File: config.mk
export PLATFORM = sky130hd
export DESIGN_NAME = lzf_ctrl
export DESIGN_NICKNAME = d
export VERILOG_FILES = /design/src/sv/lzf_pkg.sv /design/src/sv/lzf_ctrl.sv
export SDC_FILE = /design/constraint.sdc
export NUM_CORES = 1
export LEC_CHECK = 0
export BUFFER_PORTS_ARGS = -buffer_cell sky130_fd_sc_hd__buf_2
export CORE_AREA = 2 2 39 41
export DETAILED_ROUTE_END_ITERATION = 8
export DIE_AREA = 0 0 41 43
export HOLD_SLACK_MARGIN = 0.15
export PLACE_DENSITY = 0.3
export SETUP_SLACK_MARGIN = 0.4
export SLEW_MARGIN = 15
export SYNTH_ARGS = -nofsm -noshare
export SYNTH_HDL_FRONTEND = slang
export SYNTH_SLANG_ARGS = --single-unit
File: constraint.sdc
create_clock -name clk -period 2.7 [get_ports clk]
set_clock_uncertainty 0.15 [all_clocks]
set_input_delay 0.27 -clock clk [delete_from_list [all_inputs] [get_ports clk]]
set_output_delay 0.27 -clock clk [all_outputs]
set_load 0.01 [all_outputs]
File: src/sv/lzf_pkg.sv
`default_nettype none
package lzf_pkg;
    localparam int HIST_DEPTH = 8192;
    localparam int HIST_AW = $clog2(HIST_DEPTH);
    localparam int OUT_BYTES = 8;
    localparam int POS_W = 21;
    localparam int CNT_W = 9;
    localparam logic [POS_W-1:0] MAX_OUTPUT = 21'd1048576;
    localparam logic [POS_W-1:0] LIMIT_RESET = 21'd16384;
    localparam logic [7:0] LITERAL_BOUND = 8'd32;
    localparam logic [CNT_W-1:0] LEN_EXTEND_CODE = 9'd6;
    localparam logic [CNT_W-1:0] MIN_COPY = 9'd3;
    localparam logic [3:0] WORD_FULL = 4'(OUT_BYTES);

    typedef enum logic [1:0] {
        PH_CONTROL,
        PH_LITERAL,
        PH_EXTEND,
        PH_DISTANCE
    } phase_t;

    typedef enum logic [1:0] {
        ST_IDLE,
        ST_READ,
        ST_WRITE,
        ST_PUT
    } state_t;

    typedef struct packed {
        logic ready;
        logic accept;
        logic rd;
        logic wr;
        logic put;
    } cmd_t;

    typedef struct packed {
        logic out_free;
        logic copy_go;
        logic word_last;
        logic cnt_zero;
    } status_t;
endpackage
`default_nettype wire

File: src/sv/lzf_ctrl.sv
`default_nettype none
module lzf_ctrl (
    input  wire logic            clk,
    input  wire logic            rst_n,
    input  wire logic            in_valid,
    input  wire lzf_pkg::status_t sts,
    output lzf_pkg::cmd_t        cmd
);
    import lzf_pkg::*;

    state_t state_reg, state_next;

    always_ff @(posedge clk or negedge rst_n)
    begin
        if (!rst_n)
        begin
            state_reg <= ST_IDLE;
        end
        else
        begin
            state_reg <= state_next;
        end
    end

    always_comb
    begin
        state_next = state_reg;
        unique case (state_reg)
            ST_IDLE:
            begin
                if (in_valid && sts.out_free && sts.copy_go)
                begin
                    state_next = ST_READ;
                end
            end
            ST_READ:  state_next = ST_WRITE;
            ST_WRITE: state_next = sts.word_last ? ST_PUT : ST_READ;
            ST_PUT:
            begin
                if (sts.out_free)
                begin
                    state_next = sts.cnt_zero ? ST_IDLE : ST_READ;
                end
            end
            default:  state_next = ST_IDLE;
        endcase
    end

    always_comb
    begin
        cmd = '0;
        unique case (state_reg)
            ST_IDLE:
            begin
                cmd.ready  = sts.out_free;
                cmd.accept = in_valid && sts.out_free;
            end
            ST_READ:  cmd.rd = 1'b1;
            ST_WRITE: cmd.wr = 1'b1;
            ST_PUT:   cmd.put = sts.out_free;
            default:  cmd = '0;
        endcase
    end

    a_wr_after_rd: assert property (@(posedge clk) disable iff (!rst_n)
        cmd.wr |-> $past(cmd.rd))
        else $error("write without read");
    a_accept_idle: assert property (@(posedge clk) disable iff (!rst_n)
        cmd.accept |=> (cmd.ready || cmd.rd || !sts.out_free))
        else $error("bad state after accept");
    a_one_cmd: assert property (@(posedge clk) disable iff (!rst_n)
        $onehot0({cmd.accept, cmd.rd, cmd.wr, cmd.put}))
        else $error("overlapping commands");
endmodule
`default_nettype wire

==> After elaboration in Yosys (flattened, before gate mapping) <==
Cells that the tools add are included.
{ "word_totals": {"regBits": 2, "in_bits": 7, "out_inout_bits": 5, "word_cells": 19} }
{ "classes": {"eq_ne": 5, "mux": 9, "n_reduce_logical": 4} }
{ "ops": {"columns": ["operator", "count"], "rows": [
  ["$mux W2", 4],
  ["$pmux W2 S4", 1],
  ["$eq A2 B2 Y1 const B", 2],
  ["$mux W1", 4],
  ["$ne A2 B2 Y1 const B", 2],
  ["$eq A2 B1 Y1 const B", 1],
  ["$logic_and A1 B1 Y1", 2],
  ["$logic_not A2 Y1", 1],
  ["$reduce_and A2 Y1", 1]
]} }

==> Longest topological paths before layout <==
{ "depth": {"depth_word": 4, "mapped_depth": 2, "ltp_nobuf": 2} }

==> Worst setup path before layout <==
Ideal clock, no wire load.
{ "synth_path": {"path_kind": "register -> output", "from": "register state_reg[1]", "to": "output port cmd[4] (netlist name)", "arrival_time_ps": 754, "t_required_ps": 2280, "slack_ps": 1526, "path_stages_with_launch": 2, "path_buffers": 0, "cell_sequence": "dfrtp_1 nor3b_1"} }
{ "synth_rtl": {"columns": ["element", "line_no", "rtl"], "rows": [
  ["from (decl)", "lzf_ctrl.sv:11", "state_t state_reg, state_next;"],
  ["from (signal assigned)", "lzf_ctrl.sv:21", "state_reg <= state_next;"],
  ["to (decl)", "lzf_ctrl.sv:7", "output lzf_pkg::cmd_t cmd"]
]} }

==> reports/results.txt <==
outcome = completed
number of distinct library cells after synthesis = 12
DR iter-0 viols = 3
Critical Path AT = 1010 ps
Least-Margin Pin Slew = 212 ps
Num CTS Buffers = 3
Non-Filler Instances = 44
leakage = 0.000123 uW
Critical Path RT = 2280 ps
Total GRT Usage = 5.02%
post-route ant nets = 0
post-cts sizing count = 0
I/O pin count = 12
Worst Path Buf+Inv = 1
final wirelength = 344 um
first-pass GRT wire length = 524 um
final net count = 37
Layout area overhead = 89.6%
Post-CTS Hold Fix Bufs = 1
Mapped Cells = 13
# H-tree levels = 1
Ys Warns = 0
crit-path max FO = 7
initial antenna violation count = 0
fillcell total = 160
mux contribution to synthesized area = 0%
gr ovfl total = 0
main combinational cell family by area after synthesis = simple AND/OR/NAND/NOR gates
CTS tree = yes
Slew headroom = 85.8%
post-DP HPWL = 270 um
ant diodes = 0
vias per inst = 3.18
Max Cap Viol = 0
vias in the first global route = 136
total number of vias = 140
maximum vdd drop = 0.349 mV
starting density of the core = 8.68%
Adder-Cell Fraction of Synth Area = 0%
RD Place Congestion = 0.618
Setup crit start kind = flip-flop
CP max stage cell = dfrtp_1
simple-gate share of the synthesized area = 33.3%
first-pass detailed-route iteration total = 3
CORE AREA = 0.00138 mm2
syn nets = 20
# Post-CTS Setup Buffers = 0
Root Buffer = clkbuf_4
cells along the critical path = and3_1 > buf_2
CTS Buffer Depth = 2
final worst-path cycle share = 53.1%
WL per Instance = 7.82 um
max reg flops = 2
max incr delay on CP = 440 ps
DRC = 0
Finished Core Util = 16.5%
largest net degree at the start of global routing = 9
clock sinks = 2
minimum clock period = 1430 ps
Die H = 43 um
post-synth top area cell = dfrtp_1
IO buf count = 11
pwr dens = 1010 mW/mm2
RSZ-0062 raised after global routing = no
Synth Area in Compound Gates = 25.0%
clk slew on worst S/H paths = 30 ps
mean post-synth cell area = 9.24 um2
Die Wd = 41 um
crit path kind = reg2out
max-slew violations = 0
maximum clock frequency = 0.697 GHz
Synth Area in XOR/XNOR = 0%
crit end category = primary output
post-synthesis sequential area ratio = 41.7%
layout cells sized above 1 = 53.6%
HP Class = in2reg
hold slack final = 155 ps
Rows = 14
Setup Viol. Count Final = 0
Yosys reg bits = 2
leading post-synthesis cells by cell area = dfrtp_1 42%, a21bo_1 8.3%, a21oi_2 7.3%
Synth Cell Area = 120 um2
Fin Setup TNS = 0 ps
dpl cells = 40
Die ar. = 0.00176 mm2
Clk Latency, worst-skew pair = 220 ps
total power = 231 uW
top-area cell type share of the netlist area = 41.7%
delay-heaviest family, CP = flip-flops
Final Hold Viols = 0
[worst register-to-register path, stage by stage (launching register included)]
cell	delay, ps
dfrtp_1	430
a21bo_1	240
a21oi_2	120
[path summary, 6_finish.rpt]
kind | startpoint | to | slack (ps) | cells after the start
worst min-delay path | sts[1] | state_reg[1] | 160 | 3
min in group asynchronous | rst_n | state_reg[0] | 210 | 2
worst min register to register | state_reg[0] | state_reg[0] | 410 | 1
worst max register to register | state_reg[1] | state_reg[0] | 1690 | 2
worst max-delay path | state_reg[0] | cmd[0] | 1270 | 2
max in group asynchronous | rst_n | state_reg[1] | 2100 | 2
[through the flow]
step / setup slack (ps) / area [um2]
after global routing: 1160 / 228
after global placement: 1510 / 195
after floorplan: 1530 / 120
after CTS: 1250 / 228
final: 1270 / 228
after detailed placement: 1500 / 195
[layout by cell type (no fill, tap or decap)]
cell type	n
dfrtp_1	2
and2b_1	1
a21bo_1	1
a21oi_1	1
nor2b_1	1
nor3b_1	1
buf_2	11
nor2_1	1
a31oi_1	1
clkbuf_4	3
nor3_1	1
a21oi_2	1
and3_1	1
nand2_1	1
dlygate4sd3_1	1
[cells in the mapped netlist, drive strengths merged]
library cell / instances
nor3b: 1
and3: 1
dfrtp: 2
a21oi: 2
nor2b: 1
nor2: 1
and2b: 1
a21bo: 1
nand2: 1
a31oi: 1
nor3: 1
[where the power goes]
part           internal (uW)  switching (uW)
clock                   49.0            16.9
sequential              45.7            27.1
combinational           50.1            42.0
total                    145            86.0
[kinds of logic after synthesis]
kind of cell | after synthesis
and+or+nand+nor | 7
AOI/OAI and AO/OA | 4
DFF | 2
[final cells by class]
class	instances	area [um2]	area share [%]
clock buffers	3	22.5	9.89
multi-input cells	11	70.1	30.8
flip-flops and latches	2	50.0	22.0
well taps	16	20.0	8.79
repair buffers	12	65.1	28.6
[metal layers]
metal | GRT usage [%] | wire, um
met5 | 0 | 0
met4 | 4.00 | 0
met3 | 4.71 | 63
met2 | 4.06 | 91
met1 | 7.07 | 190
Note: power is estimated with default switching activity, not from simulation.
